`src/design/dcc_pkg.sv`:
```
// Shared types and constants for the drift-corrected clock.
package dcc_pkg;

    localparam int TICKS_PER_SECOND = 20;
    localparam int DIV_W            = 16;
    localparam int STEP_W           = $clog2(DIV_W);

    localparam logic [15:0] PERIOD_RESET   = 16'd10805;
    localparam logic [15:0] DRIFT_DIV_BASE = 16'd255;

    localparam logic [1:0] CMD_TICK   = 2'd0;
    localparam logic [1:0] CMD_KEY    = 2'd1;
    localparam logic [1:0] CMD_SERIAL = 2'd2;
    localparam logic [1:0] CMD_NONE   = 2'd3;

    localparam logic [1:0] KEY_MODE = 2'd0;
    localparam logic [1:0] KEY_UP   = 2'd1;
    localparam logic [1:0] KEY_DOWN = 2'd2;
    localparam logic [1:0] KEY_EXIT = 2'd3;

    localparam logic [1:0] MODE_RUN  = 2'd0;
    localparam logic [1:0] MODE_HOUR = 2'd1;
    localparam logic [1:0] MODE_MIN  = 2'd2;

    localparam logic [2:0] RD_HOURS   = 3'd0;
    localparam logic [2:0] RD_MINUTES = 3'd1;
    localparam logic [2:0] RD_SECONDS = 3'd2;
    localparam logic [2:0] RD_BLINK_A = 3'd3;
    localparam logic [2:0] RD_BLINK_B = 3'd4;
    localparam logic [2:0] RD_MODE    = 3'd5;
    localparam logic [2:0] RD_CHIME   = 3'd6;
    localparam logic [2:0] RD_DRIFT   = 3'd7;

    localparam logic [7:0] RX_RD_DRIFT = 8'd7;
    localparam logic [7:0] RX_SET_HOUR = 8'd8;
    localparam logic [7:0] RX_SET_MIN  = 8'd32;
    localparam logic [7:0] RX_SET_SEC  = 8'd92;
    localparam logic [7:0] RX_NAK_LO   = 8'd152;

    localparam logic [7:0] REPLY_ACK = 8'd33;
    localparam logic [7:0] REPLY_NAK = 8'd63;

    typedef struct packed {
        logic capture;
        logic load_a;
        logic load_b;
        logic div_step;
        logic apply;
    } t_dp_cmd;

    typedef struct packed {
        logic rd_drift;
        logic out_free;
    } t_dp_stat;

endpackage

```
`src/design/drift_corrected_clock_with_keys_serial_top.sv`:
```
// Top level of the event-driven 24-hour clock with drift correction, keys and serial access.
// Takes one event per transfer: a 50 ms tick, a key press or a serial byte, and returns one
// result per event with the time and flags after it. Ticks, keys and most serial bytes are
// captured in S_IDLE and load the result register in S_APPLY once the output is free; a
// serial read of register 7 first runs S_DIVA, S_LOADB and S_DIVB, a shared 16-step
// restoring divider that runs twice (period / 255, then drift count over that plus one).
// The input is held off until the result is loaded. The result register lets the next
// input transfer be taken while a result still waits; the correction period is to be written
// by the user only while idle, which the block itself does not enforce.
module drift_corrected_clock_with_keys_serial_top (
    input  logic        i_clk,
    input  logic        i_rst_n,
    input  logic        i_cfg_we,
    input  logic [15:0] i_cfg_data,
    input  logic        i_in_valid,
    output logic        o_in_stall,
    input  logic [1:0]  i_cmd,
    input  logic [1:0]  i_key_id,
    input  logic [7:0]  i_rx_byte,
    output logic        o_out_valid,
    input  logic        i_out_stall,
    output logic [4:0]  o_hour_now,
    output logic [5:0]  o_minute_now,
    output logic [5:0]  o_second_now,
    output logic [1:0]  o_mode_now,
    output logic        o_display_on,
    output logic        o_chime_on,
    output logic        o_half_phase,
    output logic        o_correction_pulse,
    output logic        o_chime_toggle,
    output logic        o_reply_valid,
    output logic [7:0]  o_reply_byte
);
    import dcc_pkg::*;

    t_dp_cmd  dp_cmd;
    t_dp_stat dp_stat;

    dcc_ctrl u_ctrl (
        .i_clk      (i_clk),
        .i_rst_n    (i_rst_n),
        .i_in_valid (i_in_valid),
        .i_stat     (dp_stat),
        .o_cmd      (dp_cmd),
        .o_in_stall (o_in_stall)
    );

    dcc_datapath u_dp (
        .i_clk              (i_clk),
        .i_rst_n            (i_rst_n),
        .i_cmd_dp           (dp_cmd),
        .o_stat             (dp_stat),
        .i_cfg_we           (i_cfg_we),
        .i_cfg_data         (i_cfg_data),
        .i_cmd              (i_cmd),
        .i_key_id           (i_key_id),
        .i_rx_byte          (i_rx_byte),
        .i_out_stall        (i_out_stall),
        .o_out_valid        (o_out_valid),
        .o_hour_now         (o_hour_now),
        .o_minute_now       (o_minute_now),
        .o_second_now       (o_second_now),
        .o_mode_now         (o_mode_now),
        .o_display_on       (o_display_on),
        .o_chime_on         (o_chime_on),
        .o_half_phase       (o_half_phase),
        .o_correction_pulse (o_correction_pulse),
        .o_chime_toggle     (o_chime_toggle),
        .o_reply_valid      (o_reply_valid),
        .o_reply_byte       (o_reply_byte)
    );

`ifndef SYNTH
    a_time_range: assert property (@(posedge i_clk) disable iff (!i_rst_n)
        o_out_valid |-> (o_hour_now < 5'd24) && (o_minute_now < 6'd60)
                        && (o_second_now < 6'd60))
        else $error("result time out of range");

    a_chime_cond: assert property (@(posedge i_clk) disable iff (!i_rst_n)
        (o_out_valid && o_chime_toggle) |-> (o_chime_on && (o_mode_now == MODE_RUN)
                                             && (o_minute_now == 6'd0)))
        else $error("chime toggle without chime conditions");

    a_reply_zero: assert property (@(posedge i_clk) disable iff (!i_rst_n)
        (o_out_valid && !o_reply_valid) |-> (o_reply_byte == 8'd0))
        else $error("reply byte set without serial event");

    a_busy_after: assert property (@(posedge i_clk) disable iff (!i_rst_n)
        (i_in_valid && !o_in_stall) |=> o_in_stall)
        else $error("input not held off while event in progress");
`endif

endmodule

```
`src/design/dcc_ctrl.sv`:
```
// Controller state machine: sequences capture, divider passes and result load.
module dcc_ctrl (
    input  logic              i_clk,
    input  logic              i_rst_n,
    input  logic              i_in_valid,
    input  dcc_pkg::t_dp_stat i_stat,
    output dcc_pkg::t_dp_cmd  o_cmd,
    output logic              o_in_stall
);
    import dcc_pkg::*;

    typedef enum logic [4:0] {
        S_IDLE  = 5'b00001,
        S_DIVA  = 5'b00010,
        S_LOADB = 5'b00100,
        S_DIVB  = 5'b01000,
        S_APPLY = 5'b10000
    } t_state;

    t_state              r_state, n_state;
    logic [STEP_W-1:0]   r_step, n_step;

    always_comb begin
        n_state = r_state;
        n_step  = r_step;
        o_cmd   = '0;
        unique case (r_state)
            S_IDLE: begin
                if (i_in_valid) begin
                    o_cmd.capture = 1'b1;
                    if (i_stat.rd_drift) begin
                        o_cmd.load_a = 1'b1;
                        n_step       = '0;
                        n_state      = S_DIVA;
                    end else begin
                        n_state = S_APPLY;
                    end
                end
            end
            S_DIVA: begin
                o_cmd.div_step = 1'b1;
                n_step         = r_step + 1'b1;
                if (r_step == STEP_W'(DIV_W - 1)) begin
                    n_state = S_LOADB;
                end
            end
            S_LOADB: begin
                o_cmd.load_b = 1'b1;
                n_step       = '0;
                n_state      = S_DIVB;
            end
            S_DIVB: begin
                o_cmd.div_step = 1'b1;
                n_step         = r_step + 1'b1;
                if (r_step == STEP_W'(DIV_W - 1)) begin
                    n_state = S_APPLY;
                end
            end
            S_APPLY: begin
                if (i_stat.out_free) begin
                    o_cmd.apply = 1'b1;
                    n_state     = S_IDLE;
                end
            end
            default: begin
                n_state = S_IDLE;
            end
        endcase
    end

    always_ff @(posedge i_clk) begin
        if (!i_rst_n) begin
            r_state <= S_IDLE;
            r_step  <= '0;
        end else begin
            r_state <= n_state;
            r_step  <= n_step;
        end
    end

    assign o_in_stall = (r_state != S_IDLE);

endmodule

```
`src/design/dcc_datapath.sv`:
```
// Datapath: clock state, event update, shared divider and result register.
module dcc_datapath (
    input  logic              i_clk,
    input  logic              i_rst_n,
    input  dcc_pkg::t_dp_cmd  i_cmd_dp,
    output dcc_pkg::t_dp_stat o_stat,
    input  logic              i_cfg_we,
    input  logic [15:0]       i_cfg_data,
    input  logic [1:0]        i_cmd,
    input  logic [1:0]        i_key_id,
    input  logic [7:0]        i_rx_byte,
    input  logic              i_out_stall,
    output logic              o_out_valid,
    output logic [4:0]        o_hour_now,
    output logic [5:0]        o_minute_now,
    output logic [5:0]        o_second_now,
    output logic [1:0]        o_mode_now,
    output logic              o_display_on,
    output logic              o_chime_on,
    output logic              o_half_phase,
    output logic              o_correction_pulse,
    output logic              o_chime_toggle,
    output logic              o_reply_valid,
    output logic [7:0]        o_reply_byte
);
    import dcc_pkg::*;

    logic [15:0] r_period;
    logic [4:0]  r_tick, n_tick;
    logic [4:0]  r_hours, n_hours;
    logic [5:0]  r_minutes, n_minutes;
    logic [5:0]  r_seconds, n_seconds;
    logic [15:0] r_drift, n_drift;
    logic        r_blink, n_blink;
    logic [1:0]  r_mode, n_mode;
    logic        r_disp, n_disp;
    logic        r_chime, n_chime;

    logic [1:0]  r_in_cmd;
    logic [1:0]  r_in_key;
    logic [7:0]  r_in_rx;

    logic [DIV_W-1:0] r_rem, r_quo, r_dvs;
    logic [DIV_W:0]   div_shift, div_diff;

    logic [4:0]  tick_inc;
    logic [15:0] drift_inc;
    logic [5:0]  sec_a, min_a;
    logic [4:0]  hr_a;
    logic        pulse, ctog, rvalid;
    logic [7:0]  rbyte;

    logic        r_out_valid;
    logic [4:0]  r_o_hour;
    logic [5:0]  r_o_minute, r_o_second;
    logic [1:0]  r_o_mode;
    logic        r_o_disp, r_o_chime, r_o_blink, r_o_pulse, r_o_ctog, r_o_rvalid;
    logic [7:0]  r_o_rbyte;

    assign o_stat.rd_drift = (i_cmd == CMD_SERIAL) && (i_rx_byte == RX_RD_DRIFT);
    assign o_stat.out_free = !r_out_valid || !i_out_stall;

    assign div_shift = {r_rem, r_quo[DIV_W-1]};
    assign div_diff  = div_shift - {1'b0, r_dvs};

    always_comb begin
        n_tick    = r_tick;
        n_hours   = r_hours;
        n_minutes = r_minutes;
        n_seconds = r_seconds;
        n_drift   = r_drift;
        n_blink   = r_blink;
        n_mode    = r_mode;
        n_disp    = r_disp;
        n_chime   = r_chime;
        pulse     = 1'b0;
        ctog      = 1'b0;
        rvalid    = 1'b0;
        rbyte     = '0;
        tick_inc  = r_tick + 5'd1;
        drift_inc = r_drift + 16'd1;
        sec_a     = r_seconds;
        min_a     = r_minutes;
        hr_a      = r_hours;
        unique case (r_in_cmd)
            CMD_TICK: begin
                n_tick = tick_inc;
                if (tick_inc >= 5'(TICKS_PER_SECOND)) begin
                    n_tick  = '0;
                    sec_a   = r_seconds + 6'd1;
                    n_drift = drift_inc;
                    if (drift_inc >= r_period) begin
                        n_drift = '0;
                        sec_a   = sec_a + 6'd1;
                        pulse   = 1'b1;
                    end
                    n_blink = ~r_blink;
                    if (sec_a >= 6'd60) begin
                        sec_a = sec_a - 6'd60;
                        min_a = min_a + 6'd1;
                    end
                    if (min_a >= 6'd60) begin
                        min_a = '0;
                        hr_a  = hr_a + 5'd1;
                    end
                    if (hr_a >= 5'd24) begin
                        hr_a = '0;
                    end
                    n_seconds = sec_a;
                    n_minutes = min_a;
                    n_hours   = hr_a;
                    ctog = r_chime && (r_mode == MODE_RUN) && (min_a == 6'd0)
                        && ((sec_a == 6'd0) || (sec_a == 6'd1));
                end
            end
            CMD_KEY: begin
                unique case (r_in_key)
                    KEY_MODE: begin
                        if (r_disp) begin
                            if (r_mode == MODE_MIN) begin
                                n_mode    = MODE_RUN;
                                n_seconds = '0;
                                n_tick    = '0;
                                n_drift   = '0;
                            end else begin
                                n_mode = r_mode + 2'd1;
                            end
                        end
                    end
                    KEY_UP: begin
                        if (r_disp) begin
                            if (r_mode == MODE_HOUR) begin
                                n_hours = (r_hours >= 5'd23) ? 5'd0 : r_hours + 5'd1;
                            end else if (r_mode == MODE_MIN) begin
                                n_minutes = (r_minutes >= 6'd59) ? 6'd0 : r_minutes + 6'd1;
                            end
                        end
                    end
                    KEY_DOWN: begin
                        if (r_mode == MODE_RUN) begin
                            n_disp = ~r_disp;
                        end else if (r_mode == MODE_HOUR) begin
                            n_hours = (r_hours == 5'd0) ? 5'd23 : r_hours - 5'd1;
                        end else begin
                            n_minutes = (r_minutes == 6'd0) ? 6'd59 : r_minutes - 6'd1;
                        end
                    end
                    KEY_EXIT: begin
                        if (r_mode != MODE_RUN) begin
                            n_mode = MODE_RUN;
                        end else if ((r_minutes != 6'd0)
                                     || ((r_seconds != 6'd0) && (r_seconds != 6'd1))) begin
                            n_chime = ~r_chime;
                        end
                    end
                    default: begin
                    end
                endcase
            end
            CMD_SERIAL: begin
                rvalid = 1'b1;
                if (r_in_rx < RX_SET_HOUR) begin
                    unique case (r_in_rx[2:0])
                        RD_HOURS:   rbyte = {3'd0, r_hours};
                        RD_MINUTES: rbyte = {2'd0, r_minutes};
                        RD_SECONDS: rbyte = {2'd0, r_seconds};
                        RD_BLINK_A: rbyte = {7'd0, r_blink};
                        RD_BLINK_B: rbyte = {7'd0, r_blink};
                        RD_MODE:    rbyte = {6'd0, r_mode};
                        RD_CHIME:   rbyte = {7'd0, r_chime};
                        RD_DRIFT:   rbyte = r_quo[7:0];
                        default:    rbyte = '0;
                    endcase
                end else if (r_in_rx >= RX_NAK_LO) begin
                    rbyte = REPLY_NAK;
                end else begin
                    rbyte = REPLY_ACK;
                    if (r_in_rx < RX_SET_MIN) begin
                        n_hours = 5'(r_in_rx - RX_SET_HOUR);
                    end else if (r_in_rx < RX_SET_SEC) begin
                        n_minutes = 6'(r_in_rx - RX_SET_MIN);
                    end else begin
                        n_seconds = 6'(r_in_rx - RX_SET_SEC);
                        n_drift   = '0;
                        n_tick    = '0;
                    end
                end
            end
            CMD_NONE: begin
            end
            default: begin
            end
        endcase
    end

    always_ff @(posedge i_clk) begin
        if (!i_rst_n) begin
            r_period    <= PERIOD_RESET;
            r_tick      <= '0;
            r_hours     <= 5'd11;
            r_minutes   <= 6'd59;
            r_seconds   <= 6'd57;
            r_drift     <= '0;
            r_blink     <= 1'b0;
            r_mode      <= MODE_RUN;
            r_disp      <= 1'b1;
            r_chime     <= 1'b0;
            r_out_valid <= 1'b0;
        end else begin
            if (i_cfg_we) begin
                r_period <= i_cfg_data;
            end
            if (i_cmd_dp.apply) begin
                r_tick      <= n_tick;
                r_hours     <= n_hours;
                r_minutes   <= n_minutes;
                r_seconds   <= n_seconds;
                r_drift     <= n_drift;
                r_blink     <= n_blink;
                r_mode      <= n_mode;
                r_disp      <= n_disp;
                r_chime     <= n_chime;
                r_out_valid <= 1'b1;
            end else if (!i_out_stall) begin
                r_out_valid <= 1'b0;
            end
        end
    end

    always_ff @(posedge i_clk) begin
        if (i_cmd_dp.capture) begin
            r_in_cmd <= i_cmd;
            r_in_key <= i_key_id;
            r_in_rx  <= i_rx_byte;
        end
        if (i_cmd_dp.load_a) begin
            r_rem <= '0;
            r_quo <= r_period;
            r_dvs <= DRIFT_DIV_BASE;
        end else if (i_cmd_dp.load_b) begin
            r_rem <= '0;
            r_quo <= r_drift;
            r_dvs <= r_quo + 1'b1;
        end else if (i_cmd_dp.div_step) begin
            if (!div_diff[DIV_W]) begin
                r_rem <= div_diff[DIV_W-1:0];
                r_quo <= {r_quo[DIV_W-2:0], 1'b1};
            end else begin
                r_rem <= div_shift[DIV_W-1:0];
                r_quo <= {r_quo[DIV_W-2:0], 1'b0};
            end
        end
        if (i_cmd_dp.apply) begin
            r_o_hour   <= n_hours;
            r_o_minute <= n_minutes;
            r_o_second <= n_seconds;
            r_o_mode   <= n_mode;
            r_o_disp   <= n_disp;
            r_o_chime  <= n_chime;
            r_o_blink  <= n_blink;
            r_o_pulse  <= pulse;
            r_o_ctog   <= ctog;
            r_o_rvalid <= rvalid;
            r_o_rbyte  <= rbyte;
        end
    end

    assign o_out_valid        = r_out_valid;
    assign o_hour_now         = r_o_hour;
    assign o_minute_now       = r_o_minute;
    assign o_second_now       = r_o_second;
    assign o_mode_now         = r_o_mode;
    assign o_display_on       = r_o_disp;
    assign o_chime_on         = r_o_chime;
    assign o_half_phase       = r_o_blink;
    assign o_correction_pulse = r_o_pulse;
    assign o_chime_toggle     = r_o_ctog;
    assign o_reply_valid      = r_o_rvalid;
    assign o_reply_byte       = r_o_rbyte;

endmodule
```
`config.mk`:
```
export PLATFORM = sky130hd
export DESIGN_NAME = drift_corrected_clock_with_keys_serial_top
export DESIGN_NICKNAME = d
export VERILOG_FILES = /design/src/design/dcc_pkg.sv /design/src/design/drift_corrected_clock_with_keys_serial_top.sv /design/src/design/dcc_ctrl.sv /design/src/design/dcc_datapath.sv
export SDC_FILE = /design/constraint.sdc
export NUM_CORES = 1
export LEC_CHECK = 0
export BUFFER_PORTS_ARGS = -buffer_cell sky130_fd_sc_hd__buf_2
export CORE_ASPECT_RATIO = 1.4
export CORE_UTILIZATION = 67
export DETAILED_ROUTE_END_ITERATION = 12
export PLACE_DENSITY = 0.87
export RECOVER_POWER = 50
export SLEW_MARGIN = 30
export SYNTH_ARGS = -nofsm -noshare
export SYNTH_HDL_FRONTEND = slang
export SYNTH_SLANG_ARGS = --single-unit
```
`constraint.sdc`:
```
create_clock -name i_clk -period 14.8 [get_ports i_clk]
set_input_delay 0.74 -clock i_clk [delete_from_list [all_inputs] [get_ports i_clk]]
set_output_delay 0.74 -clock i_clk [all_outputs]
set_load 0.02 [all_outputs]
```
==> summary.txt, run 1 <==
Status
  – Status: finished with violations
  – Failing checks: max-capacitance violations, max-slew violations

Synth
  – XOR/XNOR Fraction of Synth Area: 5.20%
  – Compound-cell area share of the yosys netlist: 23.6%
  – Synth Area per Inst: roughly 8.5 um^2
  – Sequential area share after synthesis: between 30% and 40%
  – Yosys top cell area share: between 10% and 20%
  – Top_reg_cell synth: dfxtp_1
  – Yosys reg bits: 162
  – Ys Warns: 0
  – Fraction of registers with async set/reset: 0%
  – Post-Syn Area: roughly 0.011 mm^2
  – Main combinational cell family by area after synthesis: compound AO/OA/AOI/OAI gates
  – Most frequent cell after synthesis: nor2_1
  – Post-Synth Simple-Gate Area: 20.2%
  – Mapped Cells: 1267
  – Top cells by count, synth: nor2_1 (119), dfxtp_1 (101), nand2_1 (97), a21oi_1 (94), o21ai_0 (83)
  – Net Count, Synth: between 1000 and 1500
  – Top cells by area, synth: dfxtp_1 (19%), edfxtp_1 (17%), ha_1 (6.6%), a21oi_1 (4.4%), nor2_1 (4.2%)
  – Adder-Cell Fraction of Synth Area: 6.81%
  – Mux contribution to synthesized area: under 10%
  – Largest area contributor in the netlist: dfxtp_1
  – Synth cell types: 92
  – EDFF count, synth: 61

Clocking
  – Post-CTS setup buffer count: 0
  – CTS max path bufs: 2
  – Resize count post-CTS: 0
  – CTS Buf Count: 17
  – Clock Latency Late Sink: 0.44 ns
  – CTS sink cnt: 162
  – Post-CTS Hold Fix Bufs: 0
  – Root Buffer: clkbuf_16
  – CTS clock-pin slew for the worst setup and hold paths: 0.06 ns
  – H-tree depth: 4
  – CTS tree: done

Place
  – Placed Cells: 1464
  – Worst slack, placed: 8.79 ns
  – Dpl hpwl: 22600 um
  – Placed inst area: 0.0111 mm^2
  – GPL Wtd Cong: 1.04
  – Port Buffer Count: between 60 and 70

Power
  – Power Density: 87.9 mW/mm^2
  – Max IR drop VDD: slightly below 0.08 mV
  – LEAKAGE: 4.52 nW
  – Total Power: 1.02 mW

STA
  – Fin Setup TNS: 0 ns
  – Final setup fails: 0
  – Final Hold Vio Count: 0
  – Setup WS post-layout: 8.50 ns
  – Min Tclk post-route: 6.30 ns
  – Slew @ Worst Pin: 3.04 ns
  – Slew Viols, Final: 128
  – Slew margin rel.: -103%
  – Worst Hold Margin: 0.475 ns
  – RSZ-0062 raised after global routing: false
  – Period utilisation layout: about 43%
  – Highest clock rate: ~160 MHz
  – Clock Skews: approximately 0.011 ns

Cells and area
  – Non-Filler Instances: 1496
  – Design Area, Final: 0.0116 mm^2
  – Post-layout util: 74.0%
  – ANT cells: 0
  – P&R area growth vs syn: 7.73%
  – Layout cells sized above 1: 7.69%
  – Layout Nets: between 1000 and 1500

Global route
  – Gr ovfl total: 0
  – Largest net degree at the start of global routing: 56
  – Vias in the first global route: 9784
  – Total GRT Usage: 39.3%
  – Initial antenna violation count: 0
  – First-pass GRT wire length: 49500 um

Route
  – Drc violations: 0
  – Via Count: 10300
  – Starting DRT DRC Count: 1133
  – WL/cell: 21.5 um
  – Vias per cell: 6.90
  – WL final: around 32000 um
  – Drt first pass iters: 7
  – Post-DRT Antenna Nets: 0

Floorplanning
  – # IOs: 68
  – Core area: 0.0157 mm^2
  – Die area: 0.0166 mm^2
  – Die W: approximately 110 um
  – Initial core utilization: approximately two thirds
  – Die Y: 152 um
  – Rows: 54

Worst setup path
  – Crit path launch type: flip-flop
  – Highest fanout seen on the critical path: 10
  – Crit-path leading delay family: simple AND/OR/NAND/NOR gates
  – Crit-path cells: nand3_1, nor2_1, nand3_1, nor2_1, and3_1, nand3_1, xnor2_1, ha_1, nand4_1, or3_4, o311a_4, a211oi_1, o22ai_1, xnor2_1, ha_1, nor2b_1, mux2i_2, nor4_4, or2_1, nor4_1, or2_1
  – Critical path's slowest cell: or2_1
  – Crit end category: flip-flop
  – Data required time of the worst path: approximately 15 ns
  – Slowest Stage Delay on Critical Path: 0.47 ns
  – Most frequent CP cell: nand3_1
  – Critical path type: flip-flop to flip-flop
  – CP arrival: 6.48 ns
  – Buf/Inv on CP: 0

Hold path
  – Worst Hold Class: flip-flop to flip-flop

Run
  – Max-cap violations: 3
layer usage:
metal	GRT usage [%]	vias up	wire (um)
met4	31.9	0	2750
met5	0	-	0
met3	9.22	184	2280
met1	42.1	4859	11400
li1	-	4715	-
met2	64.5	571	15800
state kept, by name (all words and copies together) (netlist names), 2 cells and up:
signal,flops
u_ctrl.r_state,5
u_ctrl.r_step,4
u_dp.o_hour_now,5
u_dp.o_minute_now,6
u_dp.o_mode_now,2
u_dp.o_reply_byte,8
u_dp.o_second_now,6
u_dp.r_drift,16
u_dp.r_dvs,16
u_dp.r_hours,5
u_dp.r_in_cmd,2
u_dp.r_in_key,2
u_dp.r_in_rx,8
u_dp.r_minutes,6
u_dp.r_mode,2
u_dp.r_period,16
u_dp.r_quo,16
u_dp.r_rem,16
u_dp.r_seconds,6
u_dp.r_tick,5
power by group:
part	internal [mW]	switching [mW]	total, mW
logic	0.0405	0.0769	0.117
clock network	0.229	0.183	0.412
registers	0.474	0.0160	0.490
cells by family (layout without fill, tap and decap cells):
logic type | Yosys count | after routing
xor gates and xnor gates | 63 | 63
AOI/OAI and AO/OA | 370 | 370
and+or+nand+nor | 435 | 435
DFF | 162 | 162
adders and majority gates | 58 | 58
buffers and inverters | 147 | 180
muxes | 32 | 32
layout make-up:
type	count	area, um^2
repair buffers	74	334
fillers	1216	4080
clock inverters	11	91.3
inverters	74	278
flip-flops and latches	162	3850
well taps	196	245
clock buffers	21	440
multi-input cells	958	6350
worst min-delay path, stage by stage (launching register included):
cell and delay, ns:
dfxtp_1 0.31, nand3_1 0.06, o21ai_0 0.06
worst paths after layout:
kind	start	end	slack, ns	cells past startpoint
max reg2reg	u_dp.r_drift[0]	u_dp.o_minute_now[5]	8.50	21
min reg2reg	u_dp.r_dvs[12]	u_dp.r_dvs[12]	0.48	2
min	u_dp.r_dvs[12]	u_dp.r_dvs[12]	0.48	2
max	u_dp.r_drift[0]	u_dp.o_minute_now[5]	8.50	21
cells in the final DEF (no fill, tap or decap), types with 30 or more instances in the layout:
master,n
nand3_1,50
buf_2,30
o21ai_0,83
edfxtp_1,61
clkbuf_1,43
xnor2_1,44
nor2_1,119
ha_1,57
inv_1,73
nor3_1,33
dfxtp_1,101
nand2_1,97
a21oi_1,94
No activity file was read; power rests on OpenSTA's default activity.
==> run 2: changes to the inputs <==
--- a/config.mk
+++ b/config.mk
@@ -7,9 +7,9 @@
 export LEC_CHECK = 0
 export BUFFER_PORTS_ARGS = -buffer_cell sky130_fd_sc_hd__buf_2
 export CORE_ASPECT_RATIO = 1.4
-export CORE_UTILIZATION = 67
+export CORE_UTILIZATION = 62
 export DETAILED_ROUTE_END_ITERATION = 12
-export PLACE_DENSITY = 0.87
+export PLACE_DENSITY = 0.81
 export RECOVER_POWER = 50
 export SLEW_MARGIN = 30
 export SYNTH_ARGS = -nofsm -noshare
==> constraint.sdc (replaced) <==
create_clock -name i_clk -period 6.1 [get_ports i_clk]
set_input_delay 0.305 -clock i_clk [delete_from_list [all_inputs] [get_ports i_clk]]
set_output_delay 0.305 -clock i_clk [all_outputs]
set_load 0.02 [all_outputs]
==> run 2 against run 1 <==
The run still ends with max-capacitance violations, max-slew violations left. Worst setup slack worse by 8.1 ns. Power rose by 140%. Sequential power up 140%. Final area grew 1.3%. Maximum frequency grew 11%. Non-clock buffer count increased by 6. Core utilization is 4.4 points lower. Hold slack worse by 0.43 ns. Clock power rose by 150%. Critical endpoint is now u_dp.o_chime_toggle.
==> summary.txt, run 2 (synthesis results as in run 1) <==
Worst setup path
  – Crit-path cells: ha_1, and3_1, and3_1, and3_1, and3_1, nand3_1, xnor2_1, ha_1, nand4_1, or3_4, o311a_4, a211oi_1, o22ai_1, xnor2_2, ha_1, nor2b_1, mux2i_2, buf_4, nor4_2, xnor2_1, o221ai_1, a2111oi_2
  – Slowest Stage Delay on Critical Path: 0.43 ns
  – Highest fanout seen on the critical path: 6
  – Crit end category: flip-flop
  – Buf/Inv on CP: 1
  – Most frequent CP cell: and3_1
  – CP arrival: around 5.9 ns
  – Data required time of the worst path: 6.34 ns
  – Crit-path leading delay family: simple AND/OR/NAND/NOR gates
  – Critical path's slowest cell: or3_4
  – Crit path launch type: flip-flop
  – Critical path type: flip-flop to flip-flop

STA
  – Final setup fails: 0
  – Period utilisation layout: 93.2%
  – Worst Hold Margin: 0.0474 ns
  – Highest clock rate: 176 MHz
  – Final Hold Vio Count: 0
  – Slew @ Worst Pin: 1.75 ns
  – Clock Skews: 0.00905 ns
  – Slew margin rel.: -16.7%
  – Setup WS post-layout: 0.413 ns
  – Slew Viols, Final: 72
  – Min Tclk post-route: 5.69 ns

Global route
  – First-pass GRT wire length: 49300 um
  – Initial antenna violation count: 0
  – Gr ovfl total: 0
  – Largest net degree at the start of global routing: 56
  – Total GRT Usage: 35.8%
  – Vias in the first global route: 9518

Clocking
  – CTS Buf Count: 17
  – CTS tree: done
  – CTS clock-pin slew for the worst setup and hold paths: 0.07 ns
  – Root Buffer: clkbuf_16
  – CTS sink cnt: 162
  – H-tree depth: 4
  – CTS max path bufs: 2
  – Clock Latency Late Sink: 0.43 ns

Floorplanning
  – # IOs: 68
  – Die W: 113 um
  – Die area: around 0.018 mm^2
  – Rows: 56
  – Core area: 0.0169 mm^2
  – Initial core utilization: between 60 and 70%
  – Die Y: 158 um

Cells and area
  – Most common cell after layout, fill and taps aside: nor2_1
  – ANT cells: 0
  – Design Area, Final: 0.0117 mm^2
  – Most frequent cells in the layout: nor2_1 (119), dfxtp_1 (100), nand2_1 (97)
  – Area of the multi-input gates: 0.00640 mm^2
  – Layout cells sized above 1: 8.35%
  – Layout Nets: 1384
  – P&R area growth vs syn: 9.13%
  – Register area: 0.00385 mm^2
  – Filler cell count: 1396

Power
  – Total Power: 2.49 mW
  – Power Density: 212 mW/mm^2
  – LEAKAGE: 4.56 nW
  – Max IR drop VDD: 0.193 mV

Place
  – Dpl hpwl: 23100 um
  – Port Buffer Count: 67
  – GPL Wtd Cong: 1.04
  – Worst slack, placed: 0.118 ns
  – Placed inst area: 0.0112 mm^2

Run
  – Max-cap violations: 2

Route
  – WL final: about 32000 um
  – WL/cell: approximately 21 um
  – Post-DRT Antenna Nets: 0
  – Drc violations: 0
  – Via Count: 10100
  – Drt first pass iters: 6
  – Vias per cell: 6.58
  – Starting DRT DRC Count: 833

Status
  – Failing checks: max-capacitance violations, max-slew violations
  – Status: finished with violations

Hold path
  – Worst Hold Class: input pin to flip-flop
==> run 2: cell count changes in the layout (fill, tap and decap cells not counted), sizes merged <==
| cell | change |
|---|---|
| clkbuf | +5 |
| clkinv | -2 |
| buf | +3 |
| clkinvlp | -1 |
| inv | +1 |
==> run 2: worst register-to-register path, stage by stage, from the launching register on <==
cell and delay (ns):
dfxtp_1 0.37, ha_1 0.22, and3_1 0.25, and3_1 0.26
and3_1 0.24, and3_1 0.27, nand3_1 0.13, xnor2_1 0.18
ha_1 0.30, nand4_1 0.13, or3_4 0.43, o311a_4 0.42
a211oi_1 0.26, o22ai_1 0.15, xnor2_2 0.21, ha_1 0.18
nor2b_1 0.21, mux2i_2 0.13, buf_4 0.19, nor4_2 0.24
xnor2_1 0.19, o221ai_1 0.18, a2111oi_2 0.36
==> run 2: final cells by class <==
| class | instances | share of cell area, % |
|---|---|---|
| Clock buffer | 23 | 3.90 |
| Clock inverter | 9 | 0.714 |
| Inverter | 74 | 2.37 |
| Multi-Input combinational cell | 958 | 54.5 |
| Sequential cell | 162 | 32.8 |
| Tap cell | 232 | 2.47 |
| Timing Repair Buffer | 80 | 3.22 |
==> run 2: what timing repair did <==
action / CTS / global route
gates resized for setup: 0 / 9
setup buffers: 0 / 1
hold buffers: 0 / 0
endpoints found under the setup margin: 0 / 25
==> run 2: per-layer routing <==
metal | vias up | track usage [%] | share of wire, %
met2 | 443 | 63.4 | 50
met3 | 144 | 6.43 | 5.9
met5 | - | 0 | 0
li1 | 4722 | - | -
met1 | 4815 | 38.8 | 37
met4 | 0 | 24.4 | 6.8
==> run 2: final timing paths <==
check	slack, ns	to	cells after the start	startpoint
setup / recovery	0.41	u_dp.o_chime_toggle	22	u_dp.r_drift[1]
hold / removal	0.05	u_dp.r_in_key[0]	1	i_key_id[0]
setup reg to reg	0.41	u_dp.o_chime_toggle	22	u_dp.r_drift[1]
hold reg to reg	0.47	u_dp.r_dvs[11]	2	u_dp.r_dvs[11]
==> run 2: per-stage QoR <==
stage / cells / setup TNS, ns / util [%]
floorplan: 1267 / 0 / -
global placement: 1505 / 0 / 66.3
detailed placement: 1505 / 0 / 66.3
CTS: 1537 / 0 / 69.5
global route: 1538 / -0.0188 / 69.5
finish: 1538 / 0 / 69.5
==> run 2: power breakdown <==
| part | internal [mW] | switching [mW] |
|---|---|---|
| sequential | 1.15 | 0.0393 |
| clock | 0.572 | 0.444 |
| combinational | 0.101 | 0.187 |
